===== src/design/ears_pkg.sv =====
// ----------------------------------------------------------------------------
// ears_pkg
// Shared types and constants for the energy-aware relay selector.
// ----------------------------------------------------------------------------
`default_nettype none
package ears_pkg;

    localparam int MulW      = 32;
    localparam int MulCntW   = 6;
    localparam int DivNumW   = 51;
    localparam int DivDenW   = 35;
    localparam int DivCntW   = 6;
    localparam int SqrtRadW  = 34;
    localparam int SqrtRootW = 17;
    localparam int SqrtCntW  = 5;

    localparam logic [1:0] CMD_INFO    = 2'd0;
    localparam logic [1:0] CMD_REPORT  = 2'd1;
    localparam logic [1:0] CMD_TIMEOUT = 2'd2;
    localparam logic [1:0] CMD_PAYLOAD = 2'd3;

    localparam logic [1:0] EV_NONE   = 2'd0;
    localparam logic [1:0] EV_BS     = 2'd1;
    localparam logic [1:0] EV_RELAY  = 2'd2;
    localparam logic [1:0] EV_BACKUP = 2'd3;

    localparam logic [2:0] ACT_NONE    = 3'd0;
    localparam logic [2:0] ACT_FORWARD = 3'd1;
    localparam logic [2:0] ACT_SW_FWD  = 3'd2;
    localparam logic [2:0] ACT_DROP    = 3'd3;
    localparam logic [2:0] ACT_DELIVER = 3'd4;

    localparam logic [2:0] REG_OWN_X    = 3'd0;
    localparam logic [2:0] REG_OWN_Y    = 3'd1;
    localparam logic [2:0] REG_OWN_DBS  = 3'd2;
    localparam logic [2:0] REG_CRIT     = 3'd3;
    localparam logic [2:0] REG_SWITCH   = 3'd4;
    localparam logic [2:0] REG_IS_BS    = 3'd5;

    typedef struct packed {
        logic [15:0] addr;
        logic [23:0] energy;
        logic [16:0] dist_bs;
        logic [16:0] hop_dist;
    } node_t;

    typedef struct packed {
        node_t relay;
        node_t backup;
        logic  sw;
        logic  req;
    } chk_t;

endpackage
`default_nettype wire


===== src/design/ears_mul.sv =====
// ----------------------------------------------------------------------------
// ears_mul
// Bit-serial shift-and-add multiplier, one multiplier bit per cycle.
// ----------------------------------------------------------------------------
`default_nettype none
module ears_mul import ears_pkg::*; (
    input  wire logic              aclk,
    input  wire logic              aresetn,
    input  wire logic              start,
    input  wire logic [MulW-1:0]   a,
    input  wire logic [MulW-1:0]   b,
    output logic                   done,
    output logic [2*MulW-1:0]      p
);
    logic [MulCntW-1:0] cnt_reg;
    logic               done_reg;
    logic [MulW-1:0]    a_reg;
    logic [2*MulW-1:0]  prod_reg;
    logic [MulW:0]      sum;

    assign sum = {1'b0, prod_reg[2*MulW-1:MulW]} + (prod_reg[0] ? {1'b0, a_reg} : '0);

    always_ff @(posedge aclk) begin
        if (!aresetn) begin
            cnt_reg  <= '0;
            done_reg <= 1'b0;
        end else begin
            done_reg <= 1'b0;
            if (start) begin
                cnt_reg <= MulCntW'(MulW);
            end else if (cnt_reg != '0) begin
                cnt_reg <= cnt_reg - 1'b1;
                if (cnt_reg == MulCntW'(1)) begin
                    done_reg <= 1'b1;
                end
            end
        end
    end

    always_ff @(posedge aclk) begin
        if (start) begin
            a_reg    <= a;
            prod_reg <= {{MulW{1'b0}}, b};
        end else if (cnt_reg != '0) begin
            prod_reg <= {sum, prod_reg[MulW-1:1]};
        end
    end

    assign done = done_reg;
    assign p    = prod_reg;
endmodule
`default_nettype wire


===== src/design/ears_div.sv =====
// ----------------------------------------------------------------------------
// ears_div
// Restoring divider, one quotient bit per cycle, quotient saturated to 32 bits.
// ----------------------------------------------------------------------------
`default_nettype none
module ears_div import ears_pkg::*; (
    input  wire logic               aclk,
    input  wire logic               aresetn,
    input  wire logic               start,
    input  wire logic [DivNumW-1:0] num,
    input  wire logic [DivDenW-1:0] den,
    output logic                    done,
    output logic [31:0]             quo
);
    logic [DivCntW-1:0] cnt_reg;
    logic               done_reg;
    logic [DivDenW-1:0] den_reg;
    logic [DivDenW-1:0] rem_reg;
    logic [DivNumW-1:0] q_reg;
    logic [DivDenW:0]   trial;
    logic [DivDenW:0]   diff;
    logic               ge;

    assign trial = {rem_reg, q_reg[DivNumW-1]};
    assign diff  = trial - {1'b0, den_reg};
    assign ge    = trial >= {1'b0, den_reg};

    always_ff @(posedge aclk) begin
        if (!aresetn) begin
            cnt_reg  <= '0;
            done_reg <= 1'b0;
        end else begin
            done_reg <= 1'b0;
            if (start) begin
                cnt_reg <= DivCntW'(DivNumW);
            end else if (cnt_reg != '0) begin
                cnt_reg <= cnt_reg - 1'b1;
                if (cnt_reg == DivCntW'(1)) begin
                    done_reg <= 1'b1;
                end
            end
        end
    end

    always_ff @(posedge aclk) begin
        if (start) begin
            den_reg <= den;
            rem_reg <= '0;
            q_reg   <= num;
        end else if (cnt_reg != '0) begin
            rem_reg <= ge ? diff[DivDenW-1:0] : trial[DivDenW-1:0];
            q_reg   <= {q_reg[DivNumW-2:0], ge};
        end
    end

    assign done = done_reg;
    assign quo  = (|q_reg[DivNumW-1:32]) ? 32'hFFFF_FFFF : q_reg[31:0];
endmodule
`default_nettype wire


===== src/design/ears_isqrt.sv =====
// ----------------------------------------------------------------------------
// ears_isqrt
// Digit-by-digit integer square root, one root bit per cycle.
// ----------------------------------------------------------------------------
`default_nettype none
module ears_isqrt import ears_pkg::*; (
    input  wire logic                 aclk,
    input  wire logic                 aresetn,
    input  wire logic                 start,
    input  wire logic [SqrtRadW-1:0]  rad,
    output logic                      done,
    output logic [SqrtRootW-1:0]      root
);
    logic [SqrtCntW-1:0]  cnt_reg;
    logic                 done_reg;
    logic [SqrtRadW-1:0]  rad_reg;
    logic [SqrtRootW+1:0] rem_reg;
    logic [SqrtRootW-1:0] root_reg;
    logic [SqrtRootW+2:0] trial;
    logic [SqrtRootW+2:0] sub;
    logic [SqrtRootW+2:0] diff;
    logic                 ge;

    assign trial = {rem_reg[SqrtRootW:0], rad_reg[SqrtRadW-1:SqrtRadW-2]};
    assign sub   = {1'b0, root_reg, 2'b01};
    assign diff  = trial - sub;
    assign ge    = trial >= sub;

    always_ff @(posedge aclk) begin
        if (!aresetn) begin
            cnt_reg  <= '0;
            done_reg <= 1'b0;
        end else begin
            done_reg <= 1'b0;
            if (start) begin
                cnt_reg <= SqrtCntW'(SqrtRootW);
            end else if (cnt_reg != '0) begin
                cnt_reg <= cnt_reg - 1'b1;
                if (cnt_reg == SqrtCntW'(1)) begin
                    done_reg <= 1'b1;
                end
            end
        end
    end

    always_ff @(posedge aclk) begin
        if (start) begin
            rad_reg  <= rad;
            rem_reg  <= '0;
            root_reg <= '0;
        end else if (cnt_reg != '0) begin
            rad_reg  <= {rad_reg[SqrtRadW-3:0], 2'b00};
            rem_reg  <= ge ? diff[SqrtRootW+1:0] : trial[SqrtRootW+1:0];
            root_reg <= {root_reg[SqrtRootW-2:0], ge};
        end
    end

    assign done = done_reg;
    assign root = root_reg;
endmodule
`default_nettype wire


===== src/design/ears_score.sv =====
// ----------------------------------------------------------------------------
// ears_score
// Candidate score in Q16.16: energy/dist_bs times (dc^2+db^2-dr^2)/(2*dr*db).
// ----------------------------------------------------------------------------
`default_nettype none
module ears_score import ears_pkg::*; (
    input  wire logic        aclk,
    input  wire logic        aresetn,
    input  wire logic        start,
    input  wire logic [23:0] e,
    input  wire logic [16:0] dc,
    input  wire logic [16:0] db,
    input  wire logic [16:0] dr,
    output logic             done,
    output logic [31:0]      score
);
    localparam logic [3:0] S_IDLE = 4'd0;
    localparam logic [3:0] S_M1   = 4'd1;
    localparam logic [3:0] S_M2   = 4'd2;
    localparam logic [3:0] S_M3   = 4'd3;
    localparam logic [3:0] S_M4   = 4'd4;
    localparam logic [3:0] S_D1   = 4'd5;
    localparam logic [3:0] S_D2   = 4'd6;
    localparam logic [3:0] S_M5   = 4'd7;

    logic [3:0]          state_reg;
    logic                kick_reg;
    logic                done_reg;
    logic [31:0]         score_reg;
    logic [34:0]         pos_reg;
    logic [33:0]         neg_reg;
    logic [34:0]         den_reg;
    logic [31:0]         c_reg;
    logic [31:0]         q_reg;
    logic [MulW-1:0]     mul_a;
    logic [MulW-1:0]     mul_b;
    logic                mul_done;
    logic [2*MulW-1:0]   mul_p;
    logic                div_start;
    logic [DivNumW-1:0]  div_num;
    logic [DivDenW-1:0]  div_den;
    logic                div_done;
    logic [31:0]         div_q;
    logic [34:0]         diff;

    assign diff = pos_reg - {1'b0, neg_reg};

    always_comb begin
        case (state_reg)
            S_M1:    begin mul_a = {15'd0, dc}; mul_b = {15'd0, dc}; end
            S_M2:    begin mul_a = {15'd0, db}; mul_b = {15'd0, db}; end
            S_M3:    begin mul_a = {15'd0, dr}; mul_b = {15'd0, dr}; end
            S_M4:    begin mul_a = {15'd0, dr}; mul_b = {15'd0, db}; end
            S_M5:    begin mul_a = q_reg;       mul_b = c_reg;       end
            default: begin mul_a = '0;          mul_b = '0;          end
        endcase
        if (state_reg == S_D1) begin
            div_num = {diff, 16'd0};
            div_den = den_reg;
        end else begin
            div_num = {11'd0, e, 16'd0};
            div_den = {18'd0, dr};
        end
    end

    assign div_start = kick_reg && (state_reg == S_D1 || state_reg == S_D2);

    ears_mul u_mul (
        .aclk    (aclk),
        .aresetn (aresetn),
        .start   (kick_reg && state_reg != S_D1 && state_reg != S_D2 && state_reg != S_IDLE),
        .a       (mul_a),
        .b       (mul_b),
        .done    (mul_done),
        .p       (mul_p)
    );

    ears_div u_div (
        .aclk    (aclk),
        .aresetn (aresetn),
        .start   (div_start),
        .num     (div_num),
        .den     (div_den),
        .done    (div_done),
        .quo     (div_q)
    );

    always_ff @(posedge aclk) begin
        if (!aresetn) begin
            state_reg <= S_IDLE;
            kick_reg  <= 1'b0;
            done_reg  <= 1'b0;
        end else begin
            kick_reg <= 1'b0;
            done_reg <= 1'b0;
            case (state_reg)
                S_IDLE: begin
                    if (start) begin
                        if (db == '0 || dr == '0) begin
                            done_reg <= 1'b1;
                        end else begin
                            state_reg <= S_M1;
                            kick_reg  <= 1'b1;
                        end
                    end
                end
                S_M1: if (mul_done) begin state_reg <= S_M2; kick_reg <= 1'b1; end
                S_M2: if (mul_done) begin state_reg <= S_M3; kick_reg <= 1'b1; end
                S_M3: begin
                    if (mul_done) begin
                        // non-positive cosine scores zero
                        if (pos_reg <= {1'b0, mul_p[33:0]}) begin
                            state_reg <= S_IDLE;
                            done_reg  <= 1'b1;
                        end else begin
                            state_reg <= S_M4;
                            kick_reg  <= 1'b1;
                        end
                    end
                end
                S_M4: if (mul_done) begin state_reg <= S_D1; kick_reg <= 1'b1; end
                S_D1: if (div_done) begin state_reg <= S_D2; kick_reg <= 1'b1; end
                S_D2: if (div_done) begin state_reg <= S_M5; kick_reg <= 1'b1; end
                S_M5: begin
                    if (mul_done) begin
                        state_reg <= S_IDLE;
                        done_reg  <= 1'b1;
                    end
                end
                default: state_reg <= S_IDLE;
            endcase
        end
    end

    always_ff @(posedge aclk) begin
        if (state_reg == S_IDLE && start) begin
            score_reg <= '0;
        end
        if (mul_done) begin
            case (state_reg)
                S_M1: pos_reg <= {1'b0, mul_p[33:0]};
                S_M2: pos_reg <= pos_reg + {1'b0, mul_p[33:0]};
                S_M3: neg_reg <= mul_p[33:0];
                S_M4: den_reg <= {mul_p[33:0], 1'b0};
                S_M5: score_reg <= (|mul_p[63:48]) ? 32'hFFFF_FFFF : mul_p[47:16];
                default: ;
            endcase
        end
        if (div_done) begin
            if (state_reg == S_D1) begin
                c_reg <= div_q;
            end else begin
                q_reg <= div_q;
            end
        end
    end

    assign done  = done_reg;
    assign score = score_reg;
endmodule
`default_nettype wire


===== src/design/energy_aware_relay_selector.sv =====
// Flow: a beat that needs no scoring goes from ST_IDLE to ST_DECIDE, which
// registers its result beat once the output is free. A relay-info beat that
// scores candidates passes ST_SQX, ST_SQY, ST_ROOT, ST_SCC, ST_SCR and ST_SCB:
// two squares, a root and three scores (up to five 32-step multiplies and two
// 51-step divides each). One beat at a time: s_tready is high only in ST_IDLE.
// Reset: synchronous active-low aresetn clears the control state, configuration and all node state.
// ----------------------------------------------------------------------------
// energy_aware_relay_selector
// Tracks base station, relay and backup nodes and routes relayed payloads.
// ----------------------------------------------------------------------------
`default_nettype none
module energy_aware_relay_selector import ears_pkg::*; (
    input  wire logic        aclk,
    input  wire logic        aresetn,
    input  wire logic        s_tvalid,
    output logic             s_tready,
    // src_addr, energy, pos_x, pos_y, cand_dist_bs, zero pad
    input  wire logic [95:0] s_tdata,
    // command, sender_is_bs
    input  wire logic [2:0]  s_tuser,
    output logic             m_tvalid,
    input  wire logic        m_tready,
    // next_hop, relay_addr_out, backup_addr_out, selection_event, switched,
    // request_relay, payload_action, send_energy_ack
    output logic [55:0]      m_tdata,
    input  wire logic        cfg_valid,
    output logic             cfg_ready,
    input  wire logic [2:0]  cfg_index,
    input  wire logic [23:0] cfg_data
);
    localparam logic [2:0] ST_IDLE   = 3'd0;
    localparam logic [2:0] ST_SQX    = 3'd1;
    localparam logic [2:0] ST_SQY    = 3'd2;
    localparam logic [2:0] ST_ROOT   = 3'd3;
    localparam logic [2:0] ST_SCC    = 3'd4;
    localparam logic [2:0] ST_SCR    = 3'd5;
    localparam logic [2:0] ST_SCB    = 3'd6;
    localparam logic [2:0] ST_DECIDE = 3'd7;

    logic [2:0]  state_reg;
    logic        kick_reg;
    logic [15:0] own_x_reg, own_y_reg;
    logic [16:0] own_dbs_reg;
    logic [23:0] crit_reg, swe_reg;
    logic        is_bs_reg;
    logic [15:0] bs_addr_reg;
    node_t       relay_reg, backup_reg;
    logic [1:0]  cmd_reg;
    logic        from_bs_reg;
    logic [15:0] src_reg;
    logic [23:0] en_reg;
    logic [16:0] cdbs_reg;
    logic [15:0] dx_reg, dy_reg;
    logic [31:0] sqx_reg;
    logic [32:0] rad_reg;
    logic [16:0] dc_reg;
    logic [31:0] sc_c_reg, sc_r_reg, sc_b_reg;
    logic        m_valid_reg;
    logic [55:0] m_data_reg;
    logic [15:0] in_src, in_px, in_py;
    logic        mul_done, sqrt_done, sc_done;
    logic [63:0] mul_p;
    logic [16:0] sqrt_root;
    logic [31:0] sc_val;
    logic [23:0] sc_e;
    logic [16:0] sc_dc, sc_dr;
    logic        out_free;
    logic [15:0] bs_nx;
    node_t       rl_nx, bk_nx, cand;
    logic [1:0]  ev_nx;
    logic        sw_nx, req_nx, ack_nx;
    logic [2:0]  act_nx;
    chk_t        chk;

    function automatic chk_t energy_check(node_t r, node_t b, logic bs_known,
                                          logic [23:0] crit, logic [23:0] swe);
        chk_t c;
        c.relay  = r;
        c.backup = b;
        c.sw     = 1'b0;
        c.req    = 1'b0;
        if (!bs_known) begin
            if (r.energy < crit || r.addr == '0) begin
                if (b.energy < crit || b.addr == '0) begin
                    c.req = 1'b1;
                end else begin
                    c.relay = b; c.backup = r; c.sw = 1'b1;
                end
            end else if (b.addr != '0 && b.energy > r.energy &&
                         (b.energy - r.energy) > swe) begin
                c.relay = b; c.backup = r; c.sw = 1'b1;
            end
        end
        return c;
    endfunction

    assign in_src    = s_tdata[15:0];
    assign in_px     = s_tdata[55:40];
    assign in_py     = s_tdata[71:56];
    assign s_tready  = (state_reg == ST_IDLE);
    assign cfg_ready = 1'b1;
    assign out_free  = !m_valid_reg || m_tready;

    ears_mul u_mul (
        .aclk    (aclk),
        .aresetn (aresetn),
        .start   (kick_reg && (state_reg == ST_SQX || state_reg == ST_SQY)),
        .a       ((state_reg == ST_SQX) ? {16'd0, dx_reg} : {16'd0, dy_reg}),
        .b       ((state_reg == ST_SQX) ? {16'd0, dx_reg} : {16'd0, dy_reg}),
        .done    (mul_done),
        .p       (mul_p)
    );

    ears_isqrt u_sqrt (
        .aclk    (aclk),
        .aresetn (aresetn),
        .start   (kick_reg && state_reg == ST_ROOT),
        .rad     ({1'b0, rad_reg}),
        .done    (sqrt_done),
        .root    (sqrt_root)
    );

    always_comb begin
        case (state_reg)
            ST_SCR: begin
                sc_e = relay_reg.energy; sc_dc = relay_reg.hop_dist;
                sc_dr = relay_reg.dist_bs;
            end
            ST_SCB: begin
                sc_e = backup_reg.energy; sc_dc = backup_reg.hop_dist;
                sc_dr = backup_reg.dist_bs;
            end
            default: begin
                sc_e = en_reg; sc_dc = dc_reg; sc_dr = cdbs_reg;
            end
        endcase
    end

    ears_score u_score (
        .aclk    (aclk),
        .aresetn (aresetn),
        .start   (kick_reg && (state_reg == ST_SCC || state_reg == ST_SCR ||
                               state_reg == ST_SCB)),
        .e       (sc_e),
        .dc      (sc_dc),
        .db      (own_dbs_reg),
        .dr      (sc_dr),
        .done    (sc_done),
        .score   (sc_val)
    );

    // outcome of the beat, applied in ST_DECIDE
    always_comb begin
        bs_nx  = bs_addr_reg;
        rl_nx  = relay_reg;
        bk_nx  = backup_reg;
        ev_nx  = EV_NONE;
        sw_nx  = 1'b0;
        req_nx = 1'b0;
        act_nx = ACT_NONE;
        ack_nx = 1'b0;
        cand   = '{addr: src_reg, energy: en_reg, dist_bs: cdbs_reg, hop_dist: dc_reg};
        chk    = '0;
        case (cmd_reg)
            CMD_INFO: begin
                if (from_bs_reg) begin
                    bs_nx = src_reg;
                    ev_nx = EV_BS;
                end else if (bs_addr_reg == '0) begin
                    if (relay_reg.addr == '0) begin
                        rl_nx = cand; ev_nx = EV_RELAY;
                    end else if (sc_c_reg > sc_r_reg) begin
                        bk_nx = relay_reg; rl_nx = cand; ev_nx = EV_RELAY;
                    end else if (backup_reg.addr == '0 || sc_c_reg > sc_b_reg) begin
                        bk_nx = cand; ev_nx = EV_BACKUP;
                    end
                end
            end
            CMD_REPORT: begin
                if (bs_addr_reg == '0) begin
                    if (src_reg == rl_nx.addr) begin
                        rl_nx.energy = en_reg;
                    end else if (src_reg == bk_nx.addr) begin
                        bk_nx.energy = en_reg;
                    end
                    chk    = energy_check(rl_nx, bk_nx, 1'b0, crit_reg, swe_reg);
                    rl_nx  = chk.relay;
                    bk_nx  = chk.backup;
                    sw_nx  = chk.sw;
                    req_nx = chk.req;
                end
            end
            CMD_TIMEOUT: begin
                rl_nx.addr = '0;
                chk    = energy_check(rl_nx, bk_nx, bs_addr_reg != '0, crit_reg, swe_reg);
                rl_nx  = chk.relay;
                bk_nx  = chk.backup;
                sw_nx  = chk.sw;
                req_nx = chk.req;
            end
            default: begin
                if (is_bs_reg) begin
                    act_nx = ACT_DELIVER; ack_nx = 1'b1;
                end else if (bs_addr_reg != '0 ||
                             (relay_reg.addr != '0 && relay_reg.addr != src_reg)) begin
                    act_nx = ACT_FORWARD; ack_nx = 1'b1;
                end else if (backup_reg.addr != '0 && backup_reg.addr != src_reg) begin
                    rl_nx = backup_reg;
                    bk_nx = relay_reg;
                    bk_nx.addr = '0;
                    sw_nx = 1'b1; act_nx = ACT_SW_FWD; ack_nx = 1'b1;
                end else begin
                    act_nx = ACT_DROP;
                    if (src_reg == relay_reg.addr) begin
                        rl_nx.addr = '0;
                        chk    = energy_check(rl_nx, bk_nx, 1'b0, crit_reg, swe_reg);
                        rl_nx  = chk.relay;
                        bk_nx  = chk.backup;
                        sw_nx  = chk.sw;
                        req_nx = chk.req;
                    end
                end
            end
        endcase
    end

    always_ff @(posedge aclk) begin
        if (!aresetn) begin
            state_reg   <= ST_IDLE;
            kick_reg    <= 1'b0;
            m_valid_reg <= 1'b0;
            own_x_reg   <= '0;
            own_y_reg   <= '0;
            own_dbs_reg <= '0;
            crit_reg    <= '0;
            swe_reg     <= '0;
            is_bs_reg   <= 1'b0;
            bs_addr_reg <= '0;
            relay_reg   <= '0;
            backup_reg  <= '0;
        end else begin
            kick_reg <= 1'b0;
            if (m_valid_reg && m_tready) begin
                m_valid_reg <= 1'b0;
            end
            if (cfg_valid) begin
                case (cfg_index)
                    REG_OWN_X:   own_x_reg   <= cfg_data[15:0];
                    REG_OWN_Y:   own_y_reg   <= cfg_data[15:0];
                    REG_OWN_DBS: own_dbs_reg <= cfg_data[16:0];
                    REG_CRIT:    crit_reg    <= cfg_data;
                    REG_SWITCH:  swe_reg     <= cfg_data;
                    REG_IS_BS:   is_bs_reg   <= cfg_data[0];
                    default: ;
                endcase
            end
            case (state_reg)
                ST_IDLE: begin
                    if (s_tvalid) begin
                        if (s_tuser[1:0] == CMD_INFO && !s_tuser[2] && bs_addr_reg == '0) begin
                            state_reg <= ST_SQX;
                            kick_reg  <= 1'b1;
                        end else begin
                            state_reg <= ST_DECIDE;
                        end
                    end
                end
                ST_SQX:  if (mul_done)  begin state_reg <= ST_SQY;  kick_reg <= 1'b1; end
                ST_SQY:  if (mul_done)  begin state_reg <= ST_ROOT; kick_reg <= 1'b1; end
                ST_ROOT: if (sqrt_done) begin state_reg <= ST_SCC;  kick_reg <= 1'b1; end
                ST_SCC:  if (sc_done)   begin state_reg <= ST_SCR;  kick_reg <= 1'b1; end
                ST_SCR:  if (sc_done)   begin state_reg <= ST_SCB;  kick_reg <= 1'b1; end
                ST_SCB:  if (sc_done)   begin state_reg <= ST_DECIDE; end
                ST_DECIDE: begin
                    if (out_free) begin
                        bs_addr_reg <= bs_nx;
                        relay_reg   <= rl_nx;
                        backup_reg  <= bk_nx;
                        m_valid_reg <= 1'b1;
                        state_reg   <= ST_IDLE;
                    end
                end
                default: state_reg <= ST_IDLE;
            endcase
        end
    end

    always_ff @(posedge aclk) begin
        if (state_reg == ST_IDLE && s_tvalid) begin
            cmd_reg     <= s_tuser[1:0];
            from_bs_reg <= s_tuser[2];
            src_reg     <= in_src;
            en_reg      <= s_tdata[39:16];
            cdbs_reg    <= s_tdata[88:72];
            dx_reg      <= (own_x_reg > in_px) ? own_x_reg - in_px : in_px - own_x_reg;
            dy_reg      <= (own_y_reg > in_py) ? own_y_reg - in_py : in_py - own_y_reg;
        end
        if (mul_done && state_reg == ST_SQX) begin
            sqx_reg <= mul_p[31:0];
        end
        if (mul_done && state_reg == ST_SQY) begin
            rad_reg <= {1'b0, sqx_reg} + {1'b0, mul_p[31:0]};
        end
        if (sqrt_done) begin
            dc_reg <= sqrt_root;
        end
        if (sc_done) begin
            case (state_reg)
                ST_SCC:  sc_c_reg <= sc_val;
                ST_SCR:  sc_r_reg <= sc_val;
                ST_SCB:  sc_b_reg <= sc_val;
                default: ;
            endcase
        end
        if (state_reg == ST_DECIDE && out_free) begin
            m_data_reg <= {ack_nx, act_nx, req_nx, sw_nx, ev_nx, bk_nx.addr, rl_nx.addr,
                           (bs_nx != '0) ? bs_nx : rl_nx.addr};
        end
    end

    assign m_tvalid = m_valid_reg;
    assign m_tdata  = m_data_reg;
endmodule
`default_nettype wire

===== config.mk =====
export PLATFORM = sky130hd
export DESIGN_NAME = energy_aware_relay_selector
export DESIGN_NICKNAME = d
export VERILOG_FILES = /design/src/design/ears_pkg.sv /design/src/design/ears_mul.sv /design/src/design/ears_div.sv /design/src/design/ears_isqrt.sv /design/src/design/ears_score.sv /design/src/design/energy_aware_relay_selector.sv
export SDC_FILE = /design/constraint.sdc
export NUM_CORES = 2
export LEC_CHECK = 0
export BUFFER_PORTS_ARGS = -buffer_cell sky130_fd_sc_hd__buf_2
export CORE_MARGIN = 2
export CORE_UTILIZATION = 26
export CTS_CLUSTER_SIZE = 30
export DETAILED_ROUTE_END_ITERATION = 10
export HOLD_SLACK_MARGIN = 0.06
export PLACE_DENSITY = 0.42
export SYNTH_ARGS = -nofsm -noshare
export SYNTH_HDL_FRONTEND = slang
export SYNTH_SLANG_ARGS = --single-unit

===== constraint.sdc =====
create_clock -name aclk -period 14.1 [get_ports aclk]
set_input_delay 4.23 -clock aclk [delete_from_list [all_inputs] [get_ports aclk]]
set_output_delay 4.23 -clock aclk [all_outputs]
set_load 0.01 [all_outputs]

==> results_dict.tcl <==
set metrics [dict create \
    drtIter0Drc 5139 \
    status "complete, no violations" \
    overflow 0 \
    viasPerCell 5.15 \
    nNetsFinal 8344 \
    routed-via-count 59000 \
    setup_viol 0 \
    hold_violations 0 \
    min_path_type "register to register" \
    clk-insertion-delay-late_ps 820 \
    mostFrequentLayoutCell "nand2_1" \
    fin_setup_tns_ps 0 \
    holdPathEnd "swe_reg[2]$_SDFFE_PN0P_" \
    grt_pass1_vias 57000 \
    crit_slowest_cell "nand2_4" \
    ys.flop_type "edfxtp_1" \
    max_cap_violations 0 \
    skew_ps 51.0 \
    drive_above_1_share_pct 9.56 \
    peakVddDrop_mv 0.128 \
    cts_root_buffer "clkbuf_16" \
    post-cts-setup-buffer-count 0 \
    worst_ep_arrival_time_ps 11320 \
    synth_edf_count 724 \
    cts_resized 0 \
    max_clock_freq_mhz 94.2 \
    yosysSeqAreaShare_pct 43.7 \
    cp_common_cell "a211oi_1" \
    core_area_um2 273000 \
    period_needed_ps 10620 \
    hold_depth 2 \
    cts_buffer_depth 3 \
    synth_seq_cells 1190 \
    synth_fp_nets 8361 \
    startpoint_type "register" \
    most-common-layout-cells "905 x nand2_1, 770 x a21oi_1, 724 x edfxtp_1" \
    total_power_mw 15.1 \
    grt_pass1_wl_mm 374 \
    cts_buffers 148 \
    endpoint_kind "register" \
    ys.warnings.count 0 \
    min_from "swe_reg[2]$_SDFFE_PN0P_" \
    die-area_um2 278000 \
    cts_tree "yes" \
    hold_buffers 0 \
    p_leak_nw 30.6 \
    drtPass1Iterations 10 \
    io_pins 190 \
    reg2reg_from "src_reg[15]$_DFFE_PP_" \
    slew_headroom_pct 15.0 \
    r2r_cells 31 \
    syn2layout_area_growth_pct 13.7 \
    antenna_left 0 \
    hpwl_mm 177 \
    htreeDepth 4 \
    antenna_found_initial 24 \
    async_flop_share_pct 0 \
    critical_path_peak_fanout 57 \
    wire_per_inst_um 22.1 \
    die_y_um 527 \
    wirelength_mm 254 \
    place_congestion 0.871 \
    avgSynthCellArea_um2 9.22 \
    rrSetupSlack_ps 3480 \
    synth.distinct_cells 108 \
    slew_viol_final 0 \
    rsz0062_at_grt "false" \
    required_ps 14800 \
    rows 192 \
    grt_max_degree 85 \
    worst_slew_pin_slew_ps 1240 \
    grt.total_usage_pct 17.6 \
    dieWidth_um 527 \
    syn_area_um2 71200 \
    crit_path_max_incr_delay_ps 1010 \
    drc 0 \
    power_density_nw_per_um2 187 \
    start_util_pct 26.1 \
    portBuffers 181 \
    cts_num_sinks 1190 \
    r2r_end "backup_reg[33]$_SDFFE_PN0P_" \
    syn-instance-count 7722 \
    path_clk_slew_ps 60 \
    finalCritPeriodShare_pct 75.3 \
    critPathKind "register to register" \
]
-- layer usage --
layer  track usage [%]  vias up  routed length [µm]
li1                  -    28200                   -
met1              24.0    28800              117000
met2              28.3     1652              115000
met3              2.80      369               13900
met4              5.87        8                8290
met5                 0        -                  55
-- area by class of cell --
cell class / instances / area, µm²
Antenna cell: 37 / 92.6
Clock buffer: 207 / 4240
Clock inverter: 65 / 707
Fill cell: 28600 / 192000
Inverter: 495 / 1860
Multi-Input combinational cell: 5570 / 36600
Sequential cell: 1190 / 31100
Tap cell: 3589 / 4490
Timing Repair Buffer: 300 / 1800
-- metrics by stage --
| step | instances | cell area, µm² | utilization (%) | worst slack, ps | hold slack [ps] |
|---|---|---|---|---|---|
| floorplan | 7722 | 71200 | - | 2880 | 426 |
| global placement | 11100 | 75900 | 27.8 | 3720 | 440 |
| detailed placement | 11100 | 75900 | 27.8 | 3680 | 447 |
| CTS | 11400 | 80800 | 29.6 | 3640 | 456 |
| global route | 11400 | 80900 | 29.6 | 2930 | 471 |
| finish | 11500 | 80900 | 29.7 | 3480 | 453 |
-- cells in the mapped netlist, drive strengths merged, types with 16 or more instances --
cell	number	area share, %
nor4	58	0.54
o21bai	38	0.40
nand3	144	1.0
edfxtp	724	31
nor3	128	0.96
o221ai	26	0.32
a22oi	225	2.4
o31ai	27	0.29
o221a	16	0.25
xnor2	175	2.2
mux2i	83	1.2
clkbuf	383	2.0
o22a	18	0.22
o2bb2ai	17	0.21
a21oi	775	5.5
a221oi	33	0.45
a22o	56	0.69
buf	84	0.60
nand2b	103	0.91
a211oi	101	1.1
nor2	454	2.4
o22ai	125	1.1
inv	492	2.6
a31oi	52	0.48
mux2	90	1.4
a222oi	45	0.63
and2	92	0.81
nand2	910	4.8
and3	68	0.60
nand4	74	0.65
or3	30	0.26
o21ai	478	3.4
dfxtp	466	13
o21a	42	0.44
xor2	87	1.1
nor2b	83	0.73
a21o	145	1.5
a21boi	18	0.19
o211ai	70	0.75
ha	497	8.7
-- power breakdown --
group | total (mW) | switching (mW) | leakage (nW) | internal (mW)
clock network | 3.93 | 1.62 | 2.42 | 2.31
registers | 5.22 | 0.623 | 10.4 | 4.60
logic | 5.97 | 3.75 | 17.8 | 2.21
total | 15.1 | 6.00 | 30.6 | 9.12
-- worst max-delay path: cells and delay by family (launching register included) --
kind,cells,cell delay [ps]
compound gates,13,2580
xor+xnor,1,230
fa+ha+maj,2,680
buf+inv,3,1010
flops,1,620
mux,2,470
simple gates,10,4900
-- cells by family after synthesis --
group | share of synthesized area (%)
AO/OA/AOI/OAI | 21.9
buffers and inverters | 5.23
other | 0.00527
XOR/XNOR | 3.25
flip-flops | 43.7
adder cells (fa/ha/maj) | 9.05
multiplexers | 2.60
AND/OR/NAND/NOR | 14.4
-- how the worst max path moves through the flow --
stage | startpoint | to
after detailed placement | src_reg[15]$_DFFE_PP_ | backup_reg[33]$_SDFFE_PN0P_
after global placement | src_reg[15]$_DFFE_PP_ | backup_reg[33]$_SDFFE_PN0P_
after floorplan | s_tvalid | cdbs_reg[0]$_DFFE_PP_
after global routing | src_reg[15]$_DFFE_PP_ | backup_reg[33]$_SDFFE_PN0P_
after CTS | src_reg[15]$_DFFE_PP_ | backup_reg[33]$_SDFFE_PN0P_
final | src_reg[15]$_DFFE_PP_ | backup_reg[33]$_SDFFE_PN0P_
(Power assumes the default switching activity.)
